==> src/sv/csr_pkg.sv <==
// Shared constants and the CORDIC angle table for the c-phi strength reduction unit.
// Used by every module of the block except csr_delay; depends on nothing.
package csr_pkg;

  localparam int CORDIC_ITERATIONS_DEF = 20;

  localparam int C_W    = 32;  // cohesion, Q16 signed
  localparam int PHI_W  = 24;  // friction angle, Q16 degrees signed
  localparam int F_W    = 24;  // safety factor, Q16 unsigned
  localparam int RC_W   = 31;  // reduced cohesion
  localparam int RA_W   = 23;  // reduced angle
  localparam int ST_W   = 2;

  localparam int IN_TDATA_W  = 80;
  localparam int OUT_TDATA_W = 56;

  // CORDIC datapath widths
  localparam int ROT_W = 33;   // rotation x/y, Q30
  localparam int VEC_W = 58;   // vectoring x/y, Q46
  localparam int ANG_W = 42;   // angle accumulator, Q32 degrees

  // divider: 48-bit dividend, one quotient bit per cell
  localparam int DIV_BITS = 32;
  localparam int REM_W    = F_W;

  localparam logic [ST_W-1:0] ST_OK      = 2'd0;
  localparam logic [ST_W-1:0] ST_ANGLE   = 2'd1;
  localparam logic [ST_W-1:0] ST_NEG_C   = 2'd2;
  localparam logic [ST_W-1:0] ST_F_LOW   = 2'd3;

  localparam logic [PHI_W-1:0] DEG90_Q16 = 24'd5898240;
  localparam logic [F_W-1:0]   ONE_Q16   = 24'd65536;
  localparam logic [63:0]      DEG_PER_RAD_Q26 = 64'd3845054675;

  // atan(2^-i) in degrees, Q32, from the arctangent series in Q62
  function automatic logic [63:0] atan_q32(input int unsigned i);
    logic [63:0] rad;
    logic [63:0] term;
    int unsigned e;
    rad = 64'd0;
    if (i == 0) begin
      return 64'd45 << 32;
    end
    for (int unsigned k = 0; k < 32; k++) begin
      e = i * (2 * k + 1);
      if (e <= 62) begin
        term = (64'd1 << (62 - e)) / 64'(2 * k + 1);
        if (k[0]) begin
          rad = rad - term;
        end else begin
          rad = rad + term;
        end
      end
    end
    return ((rad >> 30) * DEG_PER_RAD_Q26) >> 26;
  endfunction

endpackage

==> src/sv/csr_vec_cell.sv <==
// One vectoring-mode CORDIC micro-rotation, registered.
// Depends on csr_pkg for widths and the angle table.
module csr_vec_cell #(
  parameter int IDX = 0
) (
  input  logic                            clk,
  input  logic                            en,
  input  logic signed [csr_pkg::VEC_W-1:0] x_in,
  input  logic signed [csr_pkg::VEC_W-1:0] y_in,
  input  logic signed [csr_pkg::ANG_W-1:0] z_in,
  output logic signed [csr_pkg::VEC_W-1:0] x_r,
  output logic signed [csr_pkg::VEC_W-1:0] y_r,
  output logic signed [csr_pkg::ANG_W-1:0] z_r
);

  localparam logic [63:0] TAB64 = csr_pkg::atan_q32(IDX);
  localparam logic signed [csr_pkg::ANG_W-1:0] TAB = TAB64[csr_pkg::ANG_W-1:0];

  logic signed [csr_pkg::VEC_W-1:0] dx, dy;
  logic signed [csr_pkg::VEC_W-1:0] x_nxt, y_nxt;
  logic signed [csr_pkg::ANG_W-1:0] z_nxt;

  always_comb begin
    dx = y_in >>> IDX;
    dy = x_in >>> IDX;
    if (!y_in[csr_pkg::VEC_W-1]) begin
      x_nxt = x_in + dx;
      y_nxt = y_in - dy;
      z_nxt = z_in + TAB;
    end else begin
      x_nxt = x_in - dx;
      y_nxt = y_in + dy;
      z_nxt = z_in - TAB;
    end
  end

  always_ff @(posedge clk) begin
    if (en) begin
      x_r <= x_nxt;
      y_r <= y_nxt;
      z_r <= z_nxt;
    end
  end

endmodule

==> config.mk <==
export PLATFORM = sky130hd
export DESIGN_NAME = csr_vec_cell
export DESIGN_NICKNAME = d
export VERILOG_FILES = /design/src/sv/csr_pkg.sv /design/src/sv/csr_vec_cell.sv
export SDC_FILE = /design/constraint.sdc
export NUM_CORES = 1
export LEC_CHECK = 0
export BUFFER_PORTS_ARGS = -buffer_cell sky130_fd_sc_hd__buf_4
export CAP_MARGIN = 20
export CELL_PAD_IN_SITES_DETAIL_PLACEMENT = 0
export CELL_PAD_IN_SITES_GLOBAL_PLACEMENT = 1
export CORE_MARGIN = 10
export CORE_UTILIZATION = 45
export CTS_BUF_LIST = sky130_fd_sc_hd__clkbuf_8
export CTS_CLUSTER_SIZE = 14
export DETAILED_ROUTE_END_ITERATION = 8
export PLACE_DENSITY_LB_ADDON = 0.1
export SLEW_MARGIN = 20
export SYNTH_ARGS = -nofsm -noshare
export SYNTH_HDL_FRONTEND = slang
export SYNTH_SLANG_ARGS = --single-unit
==> constraint.sdc <==
create_clock -name clk -period 6.3 [get_ports clk]
set_input_delay 0.315 -clock clk [delete_from_list [all_inputs] [get_ports clk]]
set_output_delay 0.315 -clock clk [all_outputs]
set_load 0.05 [all_outputs]
# Yosys cells after proc, flatten, opt, wreduce, memory -nomap -nowiden
# Cells that the tools add are included.
# totals
output_inout_bits	158
word_cells	11
register_bits	158
in_bits	160
# classes
n_addsub	5
mux	3
# ops
operator	count
$mux W58	2
$sub A58 B58 Y58	2
$add A58 B58 Y58	1
$add A42 B39 Y42 const B	1
$mux W42	1
$sub A42 B39 Y42 const B	1

# Longest topological paths before layout
# depth
depth_word	2
mapped_depth	14
depth_no_buf	14

# Worst setup path after synthesis
# No wires, ideal clock.
# synth_timing
kind	input to register
start	input port x_in[0] (netlist name)
end	register x_r[52] (netlist name) (data pin)
setup_ns	0.267
stages	13
n_path_buf	0
arrival_ns	3.019
slack_ns	3.014
required_ns	6.033
cell_sequence	ha_1 fa_1 nor2b_1 o211ai_2 a211oi_2 o211a_1 o2111a_1 o2111ai_2 a211oi_1 or3_4 a311oi_2 a21oi_1 xnor2_1
# synth_between
elab_chain_cells	2
elab_cells_between_ends	3
classes_between	add/sub: 2; mux: 1
# synth_lines
item	line	text
start: declaration	csr_vec_cell.sv:8	input logic signed [csr_pkg::VEC_W-1:0] x_in,
$add A58 B58 Y58 / $sub A58 B58 Y58 (equally long branches)	csr_vec_cell.sv:27, csr_vec_cell.sv:31	
$mux W58 *	csr_vec_cell.sv:26	if (!y_in[csr_pkg::VEC_W-1]) begin
named net x_nxt (one bit)	csr_vec_cell.sv:20	logic signed [csr_pkg::VEC_W-1:0] x_nxt, y_nxt;
end signal: assignment	csr_vec_cell.sv:39	x_r <= x_nxt;
end: declaration	csr_vec_cell.sv:11	output logic signed [csr_pkg::VEC_W-1:0] x_r,
# Mark *: on every way through the listed nets, which the timed path passes. The rest lies on a longest branch.
# A chain may end at the register's enable or synchronous reset.

# Final worst setup path
# layout_timing
start	input port x_in[27] (netlist name)
end	register y_r[42] (netlist name) (data pin)
# layout_between
elab_chain_cells	2
elab_cells_between_ends	3
classes_between	add/sub: 2; mux: 1
# layout_lines
item	line	text
$sub A58 B58 Y58 / $add A58 B58 Y58 (equally long branches)	csr_vec_cell.sv:28, csr_vec_cell.sv:32	
$mux W58 *	csr_vec_cell.sv:26	
named net y_nxt (one bit)	csr_vec_cell.sv:20	
end signal: assignment	csr_vec_cell.sv:40	y_r <= y_nxt;
end: declaration	csr_vec_cell.sv:12	output logic signed [csr_pkg::VEC_W-1:0] y_r,
# Marked as above.

==> flow_summary.toml <==
[critical_path]
crit_type = "primary input to flop"
cpMaxStageDelayCell = "nor4_1"
critPathBufInv = 3
crit_path_frequent_cell = "a21oi_1"
worstSetupStartpointType = "primary input"
max_stage_delay_ns = 0.76
endpoint_kind = "flop"
path_cells = "buf_4 -> inv_1 -> ha_1 -> clkinv_1 -> a21oi_1 -> nor2_1 -> o21a_1 -> nor4_1 -> a21o_1 -> a21oi_1 -> a21boi_1 -> o21ai_0 -> a211oi_1 -> nor3_1"
worst_path_dominant_cell_family = "compound AO/OA/AOI/OAI gates"
worstPathArrival_ns = 4.20
crit_required_ns = 6.57
crit_fanout = 12

[yosys]
yosys.area.top_type_share_pct = 29.6
synth_xor_area_share_pct = 6.48
synthAdderAreaFrac_pct = 14.6
synth_top_family_by_area = "compound AO/OA/AOI/OAI gates"
synth_seq_cells = 157
synth_warnings = 0
synth.area.mux_share_pct = 1.85
yosysSeqAreaShare_pct = 29.6
syn_inst = 1909
synth_area_mm2 = 0.0159
synth_edf_count = 157
async_flop_share_pct = 0
synth_nets = 2252
avgSynthCellArea_um2 = 8.35
synth_compound_area_share_pct = 26.5
ys_top_cells_by_area = "edfxtp_1, ha_1, a21oi_1"
synth_area_leader_cell = "edfxtp_1"
ys.flop_type = "edfxtp_1"
synthSimpleGateAreaFrac_pct = 14.3
yosys.cell_types.count = 84

[placement]
io_buffers = 317
dp_hpwl_mm = 49.8
place.gp.congestion = 0.961

[floorplan]
die_h_um = 208
initial_core_util_pct = 45.9
dieArea_mm2 = 0.0434
pin_count = 318
core_mm2 = 0.0347
rows = 68
die_x_um = 208

[cells_and_area]
final_common_cell = "buf_4"
area_growth_pct = 21.1
post-route-util_pct = 55.6
mostFrequentLayoutCells = "buf_4, a21oi_1, inv_1, ha_1, nor2_1"
drive_above_1_share_pct = 17.5
num-nets-final = 2545

[timing]
period_share_pct = 62.4
rsz0062_at_grt = "no"
setup_tns_ns = 0
finalHoldViolations = 0
min_period_ns = 3.93
max-slew-margin-rel_pct = 29.4
tightest_slew_ns = 1.05
fmax_ghz = 0.254
finalSetupViolCount = 0
maxSlewViolCount = 0

[route]
drc = 0
drt-vias-per-instance = 5.99
post_drt_wl_per_cell_um = 23.4
via_count = 16000
drt_iter0_markers = 1703
drt_first_pass_iters = 7
postRouteAntennaNets = 0
routed_wl_mm = 62.6

[global_route]
grt_pass1_vias = 15700
antenna_found_initial = 2
grt_max_degree = 92
busiest_layer = "met2"
overflow = 0
grt_use_total_pct = 27.4
grtUsageMet3_pct = 4.72
grt_pass1_wl_mm = 94.5
use_met2_pct = 44.3
grt_use_met1_pct = 36.2

[clock_network]
cts_buffers = 17
cts_htree_levels = 4
clk_path_buf_depth = 2
clk_pin_slew_worst_paths_ns = 0.10
cts.sinks = 157
cts_root_buffer = "clkbuf_8"
cts_tree = "done"
cts_resized = 0

[pwr]
powerDensity_mw_per_mm2 = 230
total_leakage_power_nw = 8.43
vdd_drop_max_mv = 0.168

[job]
cap_violations = 0

[worst_hold_path]
hold_class = "primary input to flop"

[status]
outcome = "completed"
==> synthesized netlist by cell type (6+ instances only) <==
library cell	number
o31ai_1	21
nor4_1	27
and2_1	6
a21oi_1	274
buf_1	8
or3_1	10
and3_1	7
a221oi_1	12
inv_1	179
a211oi_1	22
nand4_1	27
ha_1	179
xnor2_1	102
edfxtp_1	157
nand2_1	110
buf_2	13
clkinv_1	9
o21a_1	14
o31a_1	7
xor2_1	16
o21ai_0	121
mux2i_1	25
a21boi_0	7
nand2b_1	18
nor2b_1	20
nor2_1	160
nor3_1	43
o21bai_1	62
nand3b_1	7
clkbuf_1	54
a31oi_1	7
a21o_1	40
nand3_1	24
a221o_1	6
buf_4	6
==> repair_timing <==
action	4_1_cts	5_1_grt
hold endpoints to repair	32	0
hold buffers	32	0
buffers inserted	0	0
==> final timing paths <==
| check | from | end | slack, ns | depth (start not counted) |
|---|---|---|---|---|
| worst max-delay path | x_in[27] | y_r[42]$_DFFE_PP_ | 2.37 | 14 |
| worst min-delay path | z_in[32] | z_r[32]$_DFFE_PP_ | 0.09 | 2 |
==> metrics by stage <==
step	worst slack (ns)	instances	hold slack (ns)	instance area, um^2	total power, mW
2_1_floorplan	3.01	1909	0.414	15900	2.88
3_3_place_gp	1.90	2606	0.493	18600	3.61
3_5_place_dp	1.98	2606	0.495	18600	3.62
4_1_cts	2.51	2670	0.0657	19300	4.44
5_1_grt	2.18	2672	0.0738	19300	4.65
6_report	2.37	2672	0.0858	19300	4.45
==> layout make-up <==
type | count | area [um^2]
multi-input cells | 1481 | 10200
diodes | 2 | 5.00
fillers | 3333 | 15400
inverters | 189 | 709
repair buffers | 356 | 2760
clock buffers | 17 | 234
well taps | 455 | 569
clock inverters | 15 | 150
flip-flops and latches | 157 | 4710
==> power by group <==
part	internal (mW)	leakage (nW)	switching [mW]
clock network	0.326	0.200	0.475
logic	0.699	6.69	1.52
registers	1.36	1.54	0.0632
==> state kept, by name, summed over array words and instances (netlist names) <==
register  cells
y_r          57
z_r          42
x_r          58
==> layer usage <==
layer	share of wire (%)	routed length [um]	vias up
met1	43	27100	7678
met5	0	0	-
li1	-	-	7474
met3	7.4	4660	105
met4	2.9	1810	0
met2	46	29000	751
==> logic make-up (layout without fill, tap and decap cells) <==
| kind of cell | Yosys count | count (layout) |
|---|---|---|
| flip-flops | 157 | 157 |
| AO/OA/AOI/OAI | 672 | 672 |
| AND/OR/NAND/NOR | 479 | 479 |
| other | 0 | 2 |
| buffers and inverters | 271 | 577 |
| adder cells (fa/ha/maj) | 183 | 183 |
| multiplexers | 29 | 29 |
| XOR/XNOR | 118 | 118 |
No activity file was read; power rests on OpenSTA's default activity.
