<file path="src/sv/csr_pkg.sv">
// Shared constants and the CORDIC angle table for the c-phi strength reduction unit.
// Used by every module of the block except csr_delay; depends on nothing.
package csr_pkg;

  localparam int CORDIC_ITERATIONS_DEF = 20;

  localparam int C_W    = 32;  // cohesion, Q16 signed
  localparam int PHI_W  = 24;  // friction angle, Q16 degrees signed
  localparam int F_W    = 24;  // safety factor, Q16 unsigned
  localparam int RC_W   = 31;  // reduced cohesion
  localparam int RA_W   = 23;  // reduced angle
  localparam int ST_W   = 2;

  localparam int IN_TDATA_W  = 80;
  localparam int OUT_TDATA_W = 56;

  // CORDIC datapath widths
  localparam int ROT_W = 33;   // rotation x/y, Q30
  localparam int VEC_W = 58;   // vectoring x/y, Q46
  localparam int ANG_W = 42;   // angle accumulator, Q32 degrees

  // divider: 48-bit dividend, one quotient bit per cell
  localparam int DIV_BITS = 32;
  localparam int REM_W    = F_W;

  localparam logic [ST_W-1:0] ST_OK      = 2'd0;
  localparam logic [ST_W-1:0] ST_ANGLE   = 2'd1;
  localparam logic [ST_W-1:0] ST_NEG_C   = 2'd2;
  localparam logic [ST_W-1:0] ST_F_LOW   = 2'd3;

  localparam logic [PHI_W-1:0] DEG90_Q16 = 24'd5898240;
  localparam logic [F_W-1:0]   ONE_Q16   = 24'd65536;
  localparam logic [63:0]      DEG_PER_RAD_Q26 = 64'd3845054675;

  // atan(2^-i) in degrees, Q32, from the arctangent series in Q62
  function automatic logic [63:0] atan_q32(input int unsigned i);
    logic [63:0] rad;
    logic [63:0] term;
    int unsigned e;
    rad = 64'd0;
    if (i == 0) begin
      return 64'd45 << 32;
    end
    for (int unsigned k = 0; k < 32; k++) begin
      e = i * (2 * k + 1);
      if (e <= 62) begin
        term = (64'd1 << (62 - e)) / 64'(2 * k + 1);
        if (k[0]) begin
          rad = rad - term;
        end else begin
          rad = rad + term;
        end
      end
    end
    return ((rad >> 30) * DEG_PER_RAD_Q26) >> 26;
  endfunction

endpackage

</file>
<file path="src/sv/csr_rot_cell.sv">
// One rotation-mode CORDIC micro-rotation, registered.
// Depends on csr_pkg for widths and the angle table.
module csr_rot_cell #(
  parameter int IDX = 0
) (
  input  logic                            clk,
  input  logic                            en,
  input  logic signed [csr_pkg::ROT_W-1:0] x_in,
  input  logic signed [csr_pkg::ROT_W-1:0] y_in,
  input  logic signed [csr_pkg::ANG_W-1:0] z_in,
  output logic signed [csr_pkg::ROT_W-1:0] x_r,
  output logic signed [csr_pkg::ROT_W-1:0] y_r,
  output logic signed [csr_pkg::ANG_W-1:0] z_r
);

  localparam logic [63:0] TAB64 = csr_pkg::atan_q32(IDX);
  localparam logic signed [csr_pkg::ANG_W-1:0] TAB = TAB64[csr_pkg::ANG_W-1:0];

  logic signed [csr_pkg::ROT_W-1:0] dx, dy;
  logic signed [csr_pkg::ROT_W-1:0] x_nxt, y_nxt;
  logic signed [csr_pkg::ANG_W-1:0] z_nxt;

  always_comb begin
    dx = y_in >>> IDX;
    dy = x_in >>> IDX;
    if (!z_in[csr_pkg::ANG_W-1]) begin
      x_nxt = x_in - dx;
      y_nxt = y_in + dy;
      z_nxt = z_in - TAB;
    end else begin
      x_nxt = x_in + dx;
      y_nxt = y_in - dy;
      z_nxt = z_in + TAB;
    end
  end

  always_ff @(posedge clk) begin
    if (en) begin
      x_r <= x_nxt;
      y_r <= y_nxt;
      z_r <= z_nxt;
    end
  end

endmodule

</file>
<file path="config.mk">
export PLATFORM = sky130hd
export DESIGN_NAME = csr_rot_cell
export DESIGN_NICKNAME = d
export VERILOG_FILES = /design/src/sv/csr_pkg.sv /design/src/sv/csr_rot_cell.sv
export SDC_FILE = /design/constraint.sdc
export NUM_CORES = 1
export LEC_CHECK = 0
export ABC_AREA = 1
export BUFFER_PORTS_ARGS = -buffer_cell sky130_fd_sc_hd__buf_2
export CORE_MARGIN = 2
export CORE_UTILIZATION = 25
export DETAILED_ROUTE_END_ITERATION = 10
export GPL_ROUTABILITY_DRIVEN = 0
export SETUP_SLACK_MARGIN = 0.05
export SLEW_MARGIN = 25
export SYNTH_ARGS = -nofsm -noshare
export SYNTH_HDL_FRONTEND = slang
export SYNTH_SLANG_ARGS = --single-unit
</file>
<file path="constraint.sdc">
create_clock -name clk -period 3.65 [get_ports clk]
set_input_delay 0.365 -clock clk [delete_from_list [all_inputs] [get_ports clk]]
set_output_delay 0.365 -clock clk [all_outputs]
set_load 0.05 [all_outputs]
</file>
After elaboration in Yosys (flattened, before gate mapping) --
Cells that the tools add are included.
Cells by class: $add $sub $neg 5, multiplexer cells 3
Operators by type and width (number):
- $mux W33 | 2
- $sub A33 B33 Y33 | 2
- $add A42 B39 Y42 const B | 1
- $mux W42 | 1
- $sub A42 B39 Y42 const B | 1
- $add A33 B33 Y33 | 1
Word-level totals: word-level logic and storage cells 11, register bits 108, bits of input ports 110, output and inout port bits 108

Logic depth before layout (Yosys ltp) --
depth after elaboration 2, gate-level depth with buffers 16, gate-level depth less buffers 15

Least setup slack after synthesis --
OpenSTA, ideal clock, no wires.
path kind input to register, start point in z_in[41] in the netlist's numbering, end point reg z_r[40] in the netlist's numbering, data pin, slack 1.212 ns, library setup time 0.252 ns, required time 3.398 ns, data arrival time 2.185 ns, stages 13, path through clkbuf_1 -> inv_1 -> clkbuf_1 -> buf_4 -> fa_1 -> nand3_1 -> nand2_1 -> a31oi_1 -> nor2_1 -> o21ai_0 -> nand2_1 -> nand2_1 -> nand2_1
Between the ends: longest elaborated chain between the ends 1
Ends and longest elaborated chain:
- start: declaration | line csr_rot_cell.sv:10 | input logic signed [csr_pkg::ANG_W-1:0] z_in,
- $mux W42 | line csr_rot_cell.sv:26 | if (!z_in[csr_pkg::ANG_W-1]) begin
- named net z_nxt (one bit) | line csr_rot_cell.sv:21 | logic signed [csr_pkg::ANG_W-1:0] z_nxt;
- end signal: assignment | line csr_rot_cell.sv:41 | z_r <= z_nxt;
- end: declaration | line csr_rot_cell.sv:13 | output logic signed [csr_pkg::ANG_W-1:0] z_r
The timed path passes the listed nets, and every way through them passes these cells. A chain may end at the register's enable or synchronous reset.

Worst setup path after layout --
start point in x_in[12] in the netlist's numbering, end point reg y_r[30] in the netlist's numbering, data pin
Between the ends: longest elaborated chain between the ends 2
Ends and longest elaborated chain:
- start: declaration | line csr_rot_cell.sv:8 | input logic signed [csr_pkg::ROT_W-1:0] x_in,
- $add A33 B33 Y33 or $sub A33 B33 Y33 (tied branches) | line csr_rot_cell.sv:28, csr_rot_cell.sv:32
- $mux W33 (*) | line csr_rot_cell.sv:26
- named net y_nxt (one bit) | line csr_rot_cell.sv:20 | logic signed [csr_pkg::ROT_W-1:0] x_nxt, y_nxt;
- end signal: assignment | line csr_rot_cell.sv:40 | y_r <= y_nxt;
- end: declaration | line csr_rot_cell.sv:12 | output logic signed [csr_pkg::ROT_W-1:0] y_r,
The timed path passes the listed nets; every way through them passes the cells marked *.

==> metrics.json <==
{
  "run_status": {
    "status": "finished, final reports clean"
  },
  "timing": {
    "fin_hold_ws_ns": 0.1377,
    "period_needed_ns": 2.403,
    "rsz0062_at_grt": "false",
    "final.setup.tns_ns": 0,
    "period_share_pct": 65.83,
    "peak_clock_frequency_supported_by_timing_mhz": 416.2,
    "final_max_slew_viol_count": 0,
    "timing.max_slew.rel_slack_pct": 35.43,
    "timing.final.hold_violations": 0,
    "setup_viol": 0,
    "worstMarginPinSlew_ns": 0.9686
  },
  "global_routing": {
    "largest_net_degree_at_the_start_of_global_routing": 70,
    "first_global_vias": 10963,
    "grt_remaining_overflow": 0,
    "grt_pass1_wl_mm": 60.62,
    "initial_antenna_violation_count": 2,
    "gr-usage-all-layers_pct": 17.00
  },
  "floorplanning": {
    "ioPinCount": 218,
    "fp-row-count": 77,
    "core_area_um2": 44030,
    "die-height_um": 214.9,
    "fp.dieArea_um2": 46190,
    "initial_core_util_pct": 25.26,
    "die_w_um": 214.9
  },
  "finish": {
    "layout.filler_cells": 4863,
    "layout_area_overhead_pct": 17.45,
    "finalNetCount": 2136,
    "drive_gt1_share_pct": 12.85,
    "diodes": 0,
    "post-route-util_pct": 29.67
  },
  "synthesis": {
    "synth-edff-count": 107,
    "ys_warnings": 0,
    "synth_compound_area_share_pct": 8.560,
    "synth_top_cell_area_share_pct": 28.89,
    "netlist_top_cells_area": "edfxtp_1 (29%), nand2_1 (20%), ha_1 (13%), inv_1 (11%), nand3_1 (6.5%)",
    "synth-simple-area-share_pct": 33.58,
    "synthCells": 1722,
    "synth_async_sr_flop_share_pct": 0,
    "synth_area_per_cell_um2": 6.459,
    "synth_adder_area_share_pct": 13.32,
    "synth-xor-area-share_pct": 2.362,
    "mappedNetlistNets": 1948,
    "synth_top_flop_cell": "edfxtp_1",
    "synth.area.mux_share_pct": 0.08999,
    "synth_sequential_area_ratio_pct": 28.89,
    "synthDistinctLibCells": 33,
    "ys_seq_elements": 107,
    "synth_area_leader_cell": "edfxtp_1",
    "synth_top_family_by_area": "simple AND/OR/NAND/NOR gates",
    "mappedNetlistArea_um2": 11120
  },
  "route": {
    "detail_route.iter0.violations": 990,
    "wl_per_cell_um": 15.92,
    "route.final.wire_length_mm": 39.91,
    "detail_route.drc_violations": 0,
    "route.antenna.remaining_nets": 0,
    "dr_total_vias": 11635,
    "drt-vias-per-instance": 4.641,
    "drt_pass1_iterations": 9
  },
  "placed_design": {
    "dp_hpwl_mm": 33.44,
    "port_buffers": 217
  },
  "pwr": {
    "peakVddDrop_mv": 0.1993,
    "powerDensity_nw_per_um2": 370.5,
    "total_power_mw": 4.840,
    "p_leak_nw": 7.059
  },
  "cts": {
    "clockBufferDepth": 2,
    "cts_tree": "yes",
    "postCtsResizedCells": 0,
    "clock-root-buffer": "clkbuf_16",
    "clkSinkCount": 107,
    "ctsHtreeMaxLevel": 3,
    "cts_buffers": 9,
    "postCtsSetupRepairBufs": 0,
    "cts_hold_repair.buffers": 0,
    "worst_setup_hold_path_clk_slew_ns": 0.09
  },
  "worst_setup_path": {
    "critical_path.max_stage_delay_ns": 0.60,
    "cp_cell_sequence": "buf_2, inv_1, ha_1, nand2_1, nor2_1, and2_1, nand2_1, nand2_1, nand2_1, nand2_1, nand2_1, nand3_1, nand2_1",
    "arrival_ns": 2.55,
    "cpMostUsedCell": "nand2_1",
    "setup.worst_path.class": "in2reg",
    "critical_path.endpoint_type": "flop",
    "crit_path_top_delay_cell": "ha_1",
    "required_time_of_the_critical_path_ns": 3.79,
    "timing.critical_path.fanout_max": 11,
    "crit_path_start_kind": "primary input"
  },
  "worst_hold_path": {
    "hold-path-endpoint": "z_r[24]$_DFFE_PP_",
    "timing.hold.worst.class": "in2reg",
    "hp-start": "z_in[24]",
    "hold-path-cell-count": 1
  },
  "run": {
    "drv.max_cap_violation_count": 0
  }
}
[cells in the mapped netlist, types with 2 or more instances]
cell type    n
inv_1      324
a31oi_1      3
ha_1       112
edfxtp_1   107
buf_1        2
and2_1       7
nor2_1     153
nand2_1    590
xor2_1      29
o31ai_1      2
nor2_2       3
clkbuf_1     9
buf_4       14
nor3_1       6
o21ai_0     63
a21oi_1     78
o21bai_1    15
fa_1         4
or2_2        2
buf_6        2
o211ai_1     4
o21ai_1      4
buf_2       16
o22ai_1      8
nand4_1     13
nand3_1    145
[critical path, delay by kind of cell]
| family | cells | cell delay (ns) |
|---|---|---|
| simple gates | 10 | 1.39 |
| fa+ha+maj | 1 | 0.60 |
| buf+inv | 2 | 0.16 |
[power breakdown]
part           switching [mW]  internal [mW]
logic                    1.58          0.539
registers              0.0595           1.55
clock network           0.596          0.513
total                    2.24           2.60
[cells by family after synthesis]
family,count (synthesis)
fa+ha+maj,116
buf+inv,368
flops,107
compound gates,177
mux,1
simple gates,923
xor+xnor,30
[cell usage in the layout, fill, tap and decap left out, types with 13 or more instances in the layout]
cell	instances
a21oi_1	78
nand4_1	13
inv_1	323
edfxtp_1	107
buf_2	216
o21bai_1	15
xor2_1	29
nor2_1	153
nand3_1	145
ha_1	112
nand2_1	590
o21ai_0	63
[worst max path at each step]
stage                   from           endpoint  cells past startpoint
detailed placement   x_in[0]  x_r[32]$_DFFE_PP_                     14
floorplan           z_in[41]  z_r[40]$_DFFE_PP_                     13
finish              x_in[12]  y_r[30]$_DFFE_PP_                     13
global placement     x_in[0]  x_r[32]$_DFFE_PP_                     14
global route         x_in[0]  x_r[32]$_DFFE_PP_                     14
CTS                  x_in[0]  x_r[32]$_DFFE_PP_                     14
[cell type report]
class | count | area (um2) | area share, %
Sequential cell | 107 | 3213 | 24.60
Multi-Input combinational cell | 1247 | 6441 | 49.31
Inverter | 325 | 1220 | 9.338
Timing Repair Buffer | 220 | 1124 | 8.601
Clock buffer | 9 | 225.2 | 1.724
Tap cell | 592 | 740.7 | 5.670
Clock inverter | 7 | 100.1 | 0.7662
[routing by layer]
layer	wire (um)	vias to the layer above	share of wire, %	global-route usage, %
met4	1395	4	3.5	6.921
met2	17740	477	44	27.24
met1	17530	5349	44	22.38
li1	-	5729	-	-
met5	24	-	0.060	0
met3	3219	76	8.1	3.312
[metrics by stage]
| step | cell area, um2 | std cells | worst slack, ns |
|---|---|---|---|
| 4_1_cts | 13060 | 2507 | 1.330 |
| 5_1_grt | 13060 | 2507 | 1.055 |
| 3_3_place_gp | 12740 | 2491 | 0.9442 |
| 2_1_floorplan | 11120 | 1722 | 1.212 |
| 3_5_place_dp | 12740 | 2491 | 0.9091 |
| 6_report | 13060 | 2507 | 1.247 |
[registers in the layout, indices dropped and copies added (netlist names)]
| name | count |
|---|---|
| y_r | 33 |
| x_r | 32 |
| z_r | 42 |
Power figures use the tool's default switching activity.
