## config.mk

```make
export PLATFORM = sky130hd
export DESIGN_NAME = csr_div_cell
export DESIGN_NICKNAME = d
export VERILOG_FILES = /design/src/sv/csr_pkg.sv /design/src/sv/csr_div_cell.sv
export SDC_FILE = /design/constraint.sdc
export NUM_CORES = 1
export LEC_CHECK = 0
export ABC_CLOCK_PERIOD_IN_PS = 2200
export BUFFER_PORTS_ARGS = -buffer_cell sky130_fd_sc_hd__buf_2
export CAP_MARGIN = 20
export CELL_PAD_IN_SITES_DETAIL_PLACEMENT = 1
export CELL_PAD_IN_SITES_GLOBAL_PLACEMENT = 1
export CORE_ASPECT_RATIO = 1.5
export CORE_MARGIN = 8
export CORE_UTILIZATION = 34
export CTS_CLUSTER_SIZE = 20
export DETAILED_ROUTE_END_ITERATION = 7
export PLACE_DENSITY_LB_ADDON = 0.1
export RECOVER_POWER = 50
export SLEW_MARGIN = 20
export SYNTH_ARGS = -nofsm -noshare
export SYNTH_HDL_FRONTEND = slang
export SYNTH_SLANG_ARGS = --single-unit
```

## constraint.sdc

```tcl
create_clock -name clk -period 2.2 [get_ports clk]
set_input_delay 0.11 -clock clk [delete_from_list [all_inputs] [get_ports clk]]
set_output_delay 0.11 -clock clk [all_outputs]
set_load 0.01 [all_outputs]
```

## src/sv/csr_pkg.sv

```systemverilog
// Shared constants and the CORDIC angle table for the c-phi strength reduction unit.
// Used by every module of the block except csr_delay; depends on nothing.
package csr_pkg;

  localparam int CORDIC_ITERATIONS_DEF = 20;

  localparam int C_W    = 32;  // cohesion, Q16 signed
  localparam int PHI_W  = 24;  // friction angle, Q16 degrees signed
  localparam int F_W    = 24;  // safety factor, Q16 unsigned
  localparam int RC_W   = 31;  // reduced cohesion
  localparam int RA_W   = 23;  // reduced angle
  localparam int ST_W   = 2;

  localparam int IN_TDATA_W  = 80;
  localparam int OUT_TDATA_W = 56;

  // CORDIC datapath widths
  localparam int ROT_W = 33;   // rotation x/y, Q30
  localparam int VEC_W = 58;   // vectoring x/y, Q46
  localparam int ANG_W = 42;   // angle accumulator, Q32 degrees

  // divider: 48-bit dividend, one quotient bit per cell
  localparam int DIV_BITS = 32;
  localparam int REM_W    = F_W;

  localparam logic [ST_W-1:0] ST_OK      = 2'd0;
  localparam logic [ST_W-1:0] ST_ANGLE   = 2'd1;
  localparam logic [ST_W-1:0] ST_NEG_C   = 2'd2;
  localparam logic [ST_W-1:0] ST_F_LOW   = 2'd3;

  localparam logic [PHI_W-1:0] DEG90_Q16 = 24'd5898240;
  localparam logic [F_W-1:0]   ONE_Q16   = 24'd65536;
  localparam logic [63:0]      DEG_PER_RAD_Q26 = 64'd3845054675;

  // atan(2^-i) in degrees, Q32, from the arctangent series in Q62
  function automatic logic [63:0] atan_q32(input int unsigned i);
    logic [63:0] rad;
    logic [63:0] term;
    int unsigned e;
    rad = 64'd0;
    if (i == 0) begin
      return 64'd45 << 32;
    end
    for (int unsigned k = 0; k < 32; k++) begin
      e = i * (2 * k + 1);
      if (e <= 62) begin
        term = (64'd1 << (62 - e)) / 64'(2 * k + 1);
        if (k[0]) begin
          rad = rad - term;
        end else begin
          rad = rad + term;
        end
      end
    end
    return ((rad >> 30) * DEG_PER_RAD_Q26) >> 26;
  endfunction

endpackage

```

## src/sv/csr_div_cell.sv

```systemverilog
// One restoring-division step: yields one quotient bit per cycle while en is high.
// Depends on csr_pkg for widths.
module csr_div_cell (
  input  logic                              clk,
  input  logic                              en,
  input  logic [csr_pkg::F_W-1:0]           f_in,
  input  logic [csr_pkg::REM_W-1:0]         rem_in,
  input  logic [csr_pkg::DIV_BITS-1:0]      dl_in,
  input  logic [csr_pkg::DIV_BITS-1:0]      q_in,
  output logic [csr_pkg::F_W-1:0]           f_r,
  output logic [csr_pkg::REM_W-1:0]         rem_r,
  output logic [csr_pkg::DIV_BITS-1:0]      dl_r,
  output logic [csr_pkg::DIV_BITS-1:0]      q_r
);

  logic [csr_pkg::REM_W:0]   trial;
  logic [csr_pkg::REM_W:0]   diff;
  logic                      qbit;
  logic [csr_pkg::REM_W-1:0] rem_nxt;

  always_comb begin
    trial   = {rem_in, dl_in[csr_pkg::DIV_BITS-1]};
    diff    = trial - {1'b0, f_in};
    qbit    = (trial >= {1'b0, f_in});
    rem_nxt = qbit ? diff[csr_pkg::REM_W-1:0] : trial[csr_pkg::REM_W-1:0];
  end

  always_ff @(posedge clk) begin
    if (en) begin
      f_r   <= f_in;
      rem_r <= rem_nxt;
      dl_r  <= {dl_in[csr_pkg::DIV_BITS-2:0], 1'b0};
      q_r   <= {q_in[csr_pkg::DIV_BITS-2:0], qbit};
    end
  end

endmodule

```

# Word level (Yosys, flattened, before mapping)
# Cells that the tools add are included.
# word_totals
register_bits	111
latch_bits	0
wordCells	7
ramBits	0
inputBits	114
memories	0
mem_bits_ro	0
# op_classes
div_mod_pow	0
bitwise_logic	0
n_mul	0
n_lt_le_gt_ge	1
add_sub_neg	1
n_eq_ne	0
n_reduce_logical	0
shift	0
muxes	1
# op_table
operator	count
$ge 25x24->1	1
$mux 24	1
$sub 24x24->24	1

# Logic depth before layout (Yosys ltp)
# Gate-level depths: netlist (run 1).
# depth
word_depth	2
ltp_mapped	11
ltp_nobuf	9

# Worst setup path after synthesis (run 1)
# OpenSTA, ideal clock, no wires.
# synth_path
path_type	input-to-reg
start	input f_in[9] (netlist bit)
end	register rem_r[10] (netlist bit) (data pin)
required_ps	1940
arrival_ps	2027
path_stages	11
path_slack_ps	-87
path_cell_list	inv_1 ha_1 buf_6 and4_4 and3_4 a311oi_2 a21bo_2 nor2_8 inv_6 buf_12 mux2_4
# synth_between
elab_chain_len	2
elab_cells_between_ends	3
classes_between	1 x add/sub; 1 x order compare; 1 x mux
# synth_lines
item	line_no	source
start, declared	csr_div_cell.sv:6	input logic [csr_pkg::F_W-1:0] f_in,
$ge 25x24->1	csr_div_cell.sv:24	qbit = (trial >= {1'b0, f_in});
net qbit	csr_div_cell.sv:18	logic qbit;
$mux 24	csr_div_cell.sv:25	rem_nxt = qbit ? diff[csr_pkg::REM_W-1:0] : trial[csr_pkg::REM_W-1:0];
net rem_nxt (one bit)	csr_div_cell.sv:19	logic [csr_pkg::REM_W-1:0] rem_nxt;
end signal, assigned	csr_div_cell.sv:31	rem_r <= rem_nxt;
end, declared	csr_div_cell.sv:11	output logic [csr_pkg::REM_W-1:0] rem_r,
# The timed path passes the listed nets, and every way through them passes these cells.
# A chain may end at the register's enable or synchronous reset.

# Worst setup path after layout (run 1)
# layout_path
start	input f_in[11] (netlist bit)
end	register rem_r[3] (netlist bit) (data pin)
# layout_between
elab_chain_len	2
# layout_lines
item	line_no
$ge 25x24->1	csr_div_cell.sv:24
$mux 24	csr_div_cell.sv:25
net rem_nxt (one bit)	csr_div_cell.sv:19
# The timed path passes the listed nets, and every way through them passes these cells.

==> results of run 1 <==
## per-stage QoR
stage          TNS, ns  cells
2_1_floorplan        0    392
3_3_place_gp     -4.10    896
3_5_place_dp     -4.45    896
4_1_cts              0    997
5_1_grt              0    997
6_report             0    997
## Yosys cell counts (3+ instances only)
master	instances	area, um^2
nor2b_1	4	25.0
o211ai_1	3	22.5
inv_1	33	124
o21a_1	9	67.6
o21ai_0	14	70.1
nor2_1	10	37.5
mux2_2	5	56.3
clkbuf_1	6	22.5
and3_1	6	37.5
o2111ai_1	3	26.3
a21boi_0	3	22.5
ha_1	24	300
o31ai_1	7	52.6
a21oi_1	24	120
buf_6	3	33.8
or3_1	4	25.0
nand4_1	7	43.8
nand2_1	16	60.1
xnor2_1	8	70.1
edfxtp_1	111	3330
nor3_1	13	65.1
o221ai_1	4	35.0
o31a_1	4	35.0
a211oi_1	3	22.5
buf_2	5	25.0
nand3_1	16	80.1
xor2_1	3	26.3
mux2_4	5	75.1
## timing repair
item,4_1_cts,5_1_grt
setup endpoints to repair,1,0
buffers inserted,0,0
resized for setup,1,0
hold endpoints to repair,85,0
hold buffers,85,0
## final cells by class
type | instances | area share
Tap cell | 203 | 0.0297
Clock inverter | 7 | 0.0101
Sequential cell | 111 | 0.390
Timing Repair Buffer | 402 | 0.313
Multi-Input combinational cell | 231 | 0.215
Inverter | 34 | 0.0155
Clock buffer | 9 | 0.0263
## report_power, final
| part | total [mW] | leakage, nW | switching, mW | internal [mW] |
|---|---|---|---|---|
| Clock | 1.69 | 0.151 | 0.872 | 0.822 |
| Sequential | 2.62 | 1.09 | 0.0513 | 2.57 |
| Combinational | 1.42 | 2.49 | 0.712 | 0.703 |
| Total | 5.73 | 3.73 | 1.64 | 4.09 |
## worst max-delay path, stage by stage
cell and delay [ns]:
clkbuf_1 0.11, inv_1 0.06, ha_1 0.39, nand4_1 0.24, a2111oi_4 0.42, o311a_4 0.30
nor2_8 0.05, inv_6 0.14, mux2_2 0.36
## logic make-up after synthesis
group           share of synthesized area
compound gates                      0.136
buf+inv                            0.0453
xor+xnor                           0.0181
mux                                0.0246
other cells                      0.000703
fa+ha+maj                          0.0601
simple gates                       0.0901
flops                               0.625
## worst max path at each step
| stage | startpoint | end | cells past startpoint |
|---|---|---|---|
| 6_report | f_in[11] | rem_r[3]$_DFFE_PP_ | 9 |
| 5_1_grt | f_in[6] | rem_r[3]$_DFFE_PP_ | 10 |
| 3_5_place_dp | dl_in[31] | rem_r[14]$_DFFE_PP_ | 10 |
| 2_1_floorplan | f_in[4] | rem_r[10]$_DFFE_PP_ | 10 |
| 4_1_cts | dl_in[31] | rem_r[16]$_DFFE_PP_ | 10 |
| 3_3_place_gp | dl_in[31] | rem_r[14]$_DFFE_PP_ | 10 |
## registers in the layout, summed over array words and instances (netlist names)
| name | count |
|---|---|
| q_r | 32 |
| f_r | 24 |
| rem_r | 24 |
| dl_r | 31 |
## per-layer routing
layer	GRT usage	vias up	part of all wire
met4	0.0850	0	0.034
met3	0.0480	37	0.057
met2	0.368	168	0.55
met1	0.183	2322	0.36
li1	-	2297	-
met5	0	-	0
==> impl_metrics.py, run 1 <==
metrics = {
    "worst_setup_path": {
        "crit_path_max_fanout": 12,
        "crit_arrival_ns": 2.19,
        "path_class": "in -> reg",
        "startpoint_type": "primary input",
        "required_ns": 2.31,
        "crit_path_end_kind": "flop",
    },
    "timing": {
        "max_freq_ghz": 0.481,
        "finalCritPeriodShare": 0.946,
        "relSlewSlack": -0.330,
        "final_hold_viol_count": 0,
        "setup_viol": 0,
        "setup_slack_ns": 0.119,
        "slew_viol_final": 28,
        "period_minus_slack_ns": 2.08,
        "rsz0062_at_grt": "false",
        "worst_slew_pin_slew_ns": 1.99,
        "hold_slack_ns": 0.0697,
    },
    "logic_synthesis": {
        "synth-main-ff-cell": "edfxtp_1",
        "ys_types": 62,
        "synthCells": 392,
        "synthesis.area_um2": 5330,
        "avgSynthCellArea_um2": 13.6,
        "syn-num-nets": 531,
        "ys_warn_count": 0,
        "yosysSeqAreaShare": 0.625,
        "ys_ff_latch": 111,
        "synth_enable_flop_cells": 111,
        "async_flop_share": 0,
    },
    "placement": {
        "preCtsSetupSlack_ns": -0.378,
        "dp_hpwl_mm": 14.7,
        "io_buffers": 223,
        "placed_area_um2": 7410,
        "place_congestion": 0.846,
    },
    "hold_path": {
        "whs_endpoint": "rem_r[10]$_DFFE_PP_",
        "hold_start": "rem_in[9]",
        "holdPathStages": 2,
        "hold_path_class": "in -> reg",
    },
    "route": {
        "wire_per_inst_um": 19.3,
        "drtAntennaViolNets": 0,
        "wl_mm": 19.3,
        "via_per_inst": 4.84,
        "vias": 4824,
        "drc_errors": 0,
        "dr.pass1.iters": 4,
        "initialDrtViolationCount": 219,
    },
    "status": {
        "status": "finished, violations left",
        "violations": "capacitance limit, slew limit",
    },
    "floorplan": {
        "start_util": 0.344,
        "row_count": 56,
        "ioPinCount": 226,
        "die_w_um": 118,
        "die_y_um": 169,
        "dieArea_um2": 20000,
        "core_region_area_um2": 15500,
    },
    "grt": {
        "grt_overflow": 0,
        "antenna_found_initial": 0,
        "grt_max_degree": 53,
        "grt_use_total": 0.190,
        "grt_pass1_vias": 5532,
        "grt_pass1_wl_mm": 29.9,
    },
    "clock_tree": {
        "cts_tree": "yes",
        "clkTransAtPathRegs_ns": 0.08,
        "cts_root_buffer": "clkbuf_16",
        "htreeDepth": 3,
        "cts-root-to-sink-buffers": 2,
        "numCtsBuffers": 9,
        "clkSinkCount": 111,
    },
    "cells_and_area": {
        "diodes": 0,
        "final_area_um2": 8550,
        "multiInputGateArea_um2": 1840,
        "final_common_cell": "buf_2",
        "num-fill-cells": 1719,
        "nNetsFinal": 928,
        "seqCellArea_um2": 3330,
        "fin_util": 0.552,
        "area_growth_pct": 60.4,
        "drive_above_1_share": 0.447,
        "mostFrequentLayoutCells": "207 x buf_2, 111 x edfxtp_1, 92 x buf_4",
    },
    "pwr": {
        "p_per_area_nw_per_um2": 669,
        "report.power.total_mw": 5.73,
        "p_leak_nw": 3.73,
        "irDropWorstVdd_uv": 324,
    },
    "job": {
        "maxCapViolCount": 1,
    },
}
No activity file was read; power rests on OpenSTA's default activity.
==> inputs of run 2 (changes only) <==
- ABC_CLOCK_PERIOD_IN_PS: 2200 -> 2420
- CORE_UTILIZATION: 34 -> 40
- clock period: 2.2 -> 2.42 ns (I/O delays scaled with it)
==> impl_metrics.py, run 2 (same netlist as run 1, synthesis figures left out) <==
metrics = {
    "clock_tree": {
        "numCtsBuffers": 9,
        "cts_tree": "yes",
        "clkSinkCount": 111,
        "cts_root_buffer": "clkbuf_16",
        "clkTransAtPathRegs_ns": 0.09,
        "htreeDepth": 3,
        "cts-root-to-sink-buffers": 2,
    },
    "worst_setup_path": {
        "slowest_stage": "a21boi_0",
        "startpoint_type": "primary input",
        "crit_arrival_ns": 2.40,
        "crit_path_end_kind": "flop",
        "cp_cell_sequence": "buf_2 -> inv_1 -> ha_1 -> fa_1 -> nor2b_1 -> o2111ai_2 -> a21boi_0 -> nor2_1 -> mux2_2",
        "path_class": "in -> reg",
        "required_ns": 2.52,
        "cpPeakStageDelay_ns": 0.52,
        "crit_path_max_fanout": 5,
    },
    "route": {
        "initialDrtViolationCount": 215,
        "via_per_inst": 5.33,
        "wl_mm": 22.9,
        "dr.pass1.iters": 6,
        "wire_per_inst_um": 24.6,
        "drc_errors": 0,
        "drtAntennaViolNets": 0,
        "vias": 4966,
    },
    "pwr": {
        "irDropWorstVdd_uv": 395,
        "p_leak_nw": 3.50,
        "report.power.total_mw": 5.19,
        "p_per_area_nw_per_um2": 634,
    },
    "timing": {
        "rsz0062_at_grt": "false",
        "setup_viol": 0,
        "relSlewSlack": 0.0950,
        "worst_slew_pin_slew_ns": 1.36,
        "period_minus_slack_ns": 2.30,
        "slew_viol_final": 0,
        "max_freq_ghz": 0.435,
        "finalCritPeriodShare": 0.950,
        "setup_slack_ns": 0.121,
        "final_hold_viol_count": 0,
        "tns_ns": 0,
    },
    "hold_path": {
        "hold_path_class": "in -> reg",
    },
    "placement": {
        "dp_hpwl_mm": 15.6,
        "dp.cells": 829,
        "io_buffers": 223,
        "place_congestion": 0.852,
        "preCtsSetupSlack_ns": -0.221,
    },
    "status": {
        "status": "finished clean",
    },
    "cells_and_area": {
        "largest_register_ffs": 32,
        "mostFrequentLayoutCells": "173 x buf_2, 111 x edfxtp_1, 85 x dlygate4sd3_1",
        "top_regs": "q_r x32, dl_r x31",
        "area_growth_pct": 53.3,
        "drive_above_1_share": 0.372,
        "layout.cells.non_filler": 931,
        "final_common_cell": "buf_2",
        "top_register": "q_r",
        "nNetsFinal": 905,
    },
    "floorplan": {
        "die_w_um": 110,
        "die_y_um": 157,
        "row_count": 51,
        "dieArea_um2": 17400,
        "start_util": 0.410,
        "ioPinCount": 226,
        "core_region_area_um2": 13000,
    },
    "grt": {
        "grt_pass1_wl_mm": 33.2,
        "grt_pass1_vias": 5684,
        "grt_max_degree": 56,
        "grt_use_total": 0.259,
        "antenna_found_initial": 3,
        "grt_overflow": 0,
    },
    "job": {
        "maxCapViolCount": 0,
    },
}
run 2: changes by cell type in the layout (fill, tap and decap cells not counted), sizes merged:
cell	previous run	this run
clkbuf	24	60
buf	302	243
clkinv	4	1
clkinvlp	0	3
diode	0	1
run 2: worst max-delay path: cells and delay by family:
kind	cells	cell delay [ns]
compound gates	2	0.78
fa+ha+maj	2	0.64
simple gates	2	0.40
mux	1	0.32
buf+inv	2	0.14
run 2: worst paths after layout:
path / start / to / cells after the start
worst max-delay path: dl_in[31] / rem_r[6]$_DFFE_PP_ / 9
worst min-delay path: f_in[16] / f_r[16]$_DFFE_PP_ / 2
run 2: metrics by stage:
stage               cell area [um^2]  hold slack [ns]  utilization
floorplan                       5330            0.220            -
global placement                7090            0.298        0.545
detailed placement              7090            0.299        0.545
CTS                             8240           0.0356        0.633
global route                    8180           0.0580        0.628
finish                          8180           0.0592        0.628
run 2: report_power, final:
group	switching, mW	internal, mW	leakage, nW
registers	0.0627	2.34	1.09
logic	0.692	0.589	2.28
clock network	0.778	0.731	0.136
total	1.53	3.66	3.50
run 2: timing repair:
| action | CTS | global route |
|---|---|---|
| hold buffers | 85 | 0 |
| setup buffers | 0 | 0 |
| setup endpoints to repair | 0 | 2 |
| endpoints found under the hold margin | 85 | 0 |
| resized for setup | 0 | 1 |
run 2: final cells by class:
cell class	count	area [um^2]
multi-input cells	231	1770
clock buffers	9	225
fillers	1432	4840
repair buffers	379	2450
diodes	1	2.50
inverters	34	133
clock inverters	7	72.6
flip-flops and latches	111	3330
well taps	159	199
run 2: metal layers:
metal,track usage,part of all wire
met4,0.149,0.053
met1,0.240,0.32
met5,0,0.0015
met2,0.496,0.55
met3,0.0532,0.071
==> inputs of run 3 (changes only) <==
- HOLD_SLACK_MARGIN: default -> 0.1
==> impl_metrics.py, run 3 (same netlist as run 1, synthesis figures left out) <==
metrics = {
    "cells_and_area": {
        "top_register": "q_r",
        "final_common_cell": "buf_2",
        "largest_register_ffs": 32,
        "fin_util": 0.644,
        "area_growth_pct": 57.2,
        "drive_above_1_share": 0.382,
        "top_regs": "q_r x32, dl_r x31",
        "final_area_um2": 8390,
        "mostFrequentLayoutCells": "176 x buf_2, 111 x edfxtp_1, 97 x dlygate4sd3_1",
        "nNetsFinal": 919,
    },
    "timing": {
        "slew_viol_final": 0,
        "finalCritPeriodShare": 1.04,
        "tns_ns": -0.198,
        "max_freq_ghz": 0.398,
        "worst_slew_pin_slew_ns": 1.43,
        "final_hold_viol_count": 0,
        "setup_viol": 8,
        "setup_slack_ns": -0.0904,
        "relSlewSlack": 0.0488,
        "period_minus_slack_ns": 2.51,
    },
    "worst_setup_path": {
        "crit_path_end_kind": "flop",
        "slowest_stage": "dlygate4sd3_1",
        "path_depth": 10,
        "endpoint": "rem_r[1]$_DFFE_PP_",
        "crit_arrival_ns": 2.59,
        "cp_cell_sequence": "dlygate4sd3_1 -> buf_2 -> ha_4 -> a21oi_4 -> o21ai_2 -> nor2b_2 -> o311a_4 -> buf_4 -> nor3_1 -> a21oi_1",
        "startpoint_type": "primary input",
        "required_ns": 2.50,
        "cpPeakStageDelay_ns": 0.57,
        "startpoint": "rem_in[4]",
        "critical-path-top-delay-family": "buffers and inverters",
        "crit_path_max_fanout": 4,
        "crit_buf_inv": 3,
        "path_class": "in -> reg",
    },
    "route": {
        "initialDrtViolationCount": 225,
        "wire_per_inst_um": 26.3,
        "vias": 5201,
        "wl_mm": 24.9,
        "via_per_inst": 5.50,
        "dr.pass1.iters": 4,
        "drc_errors": 0,
        "drtAntennaViolNets": 0,
    },
    "floorplan": {
        "die_y_um": 157,
        "row_count": 51,
        "dieArea_um2": 17400,
        "core_region_area_um2": 13000,
        "die_w_um": 110,
        "ioPinCount": 226,
        "start_util": 0.410,
    },
    "job": {
        "maxCapViolCount": 0,
    },
    "pwr": {
        "p_leak_nw": 3.57,
        "report.power.total_mw": 5.29,
        "irDropWorstVdd_uv": 356,
        "p_per_area_nw_per_um2": 631,
    },
    "placement": {
        "preCtsSetupSlack_ns": -0.221,
        "place_congestion": 0.852,
        "placed_area_um2": 7090,
        "io_buffers": 223,
        "dp_hpwl_mm": 15.6,
    },
    "clock_tree": {
        "cts_tree": "yes",
        "numCtsBuffers": 9,
        "clkSinkCount": 111,
        "cts-root-to-sink-buffers": 2,
        "htreeDepth": 3,
        "clkTransAtPathRegs_ns": 0.08,
        "cts_root_buffer": "clkbuf_16",
    },
    "hold_path": {
        "hold_path_class": "in -> reg",
        "hold_start": "rem_in[22]",
        "holdPathStages": 3,
    },
    "grt": {
        "grt_pass1_wl_mm": 34.8,
        "grt_max_degree": 56,
        "antenna_found_initial": 1,
        "grt_overflow": 0,
        "grt_use_total": 0.274,
        "grt_pass1_vias": 5916,
    },
    "status": {
        "status": "finished, violations left",
        "violations": "setup timing",
    },
}
[run 3: report_power, final]
| part | internal [mW] | total (mW) | switching, mW |
|---|---|---|---|
| clock network | 0.732 | 1.54 | 0.803 |
| registers | 2.34 | 2.40 | 0.0673 |
| logic | 0.615 | 1.35 | 0.740 |
[run 3: tightest hold or removal path, stage by stage]
cell and delay (ns):
buf_2 0.09, nand3_1 0.06, o31ai_1 0.07
[run 3: metrics by stage]
step / std cells / hold WS [ns]
6_report: 946 / 0.106
5_1_grt: 945 / 0.125
2_1_floorplan: 392 / 0.220
3_3_place_gp: 829 / 0.298
4_1_cts: 942 / 0.103
3_5_place_dp: 829 / 0.299
[run 3: area by class of cell]
cell class              count  area (um^2)
flip-flops and latches    111         3330
repair buffers            393         2580
clock buffers               9          225
well taps                 159          199
diodes                      2         5.00
inverters                  34          133
multi-input cells         231         1840
fillers                  1419         4630
clock inverters             7         72.6
[run 3: timing repair]
item / CTS / global route
hold buffers: 97 / 0
endpoints found under the hold margin: 97 / 0
setup buffers: 0 / 1
resized for setup: 0 / 19
endpoints found under the setup margin: 0 / 25
[run 3: worst min-delay path by stage]
stage,to
final,rem_r[23]$_DFFE_PP_
after global routing,rem_r[4]$_DFFE_PP_
after CTS,rem_r[4]$_DFFE_PP_
after detailed placement,dl_r[30]$_DFFE_PP_
after global placement,dl_r[30]$_DFFE_PP_
after floorplan,dl_r[10]$_DFFE_PP_
[run 3: metal layers]
metal	vias up	share of wire	track usage
li1	2282	-	-
met1	2562	0.32	0.249
met2	273	0.56	0.525
met3	84	0.064	0.0598
met4	0	0.052	0.161
met5	-	0	0
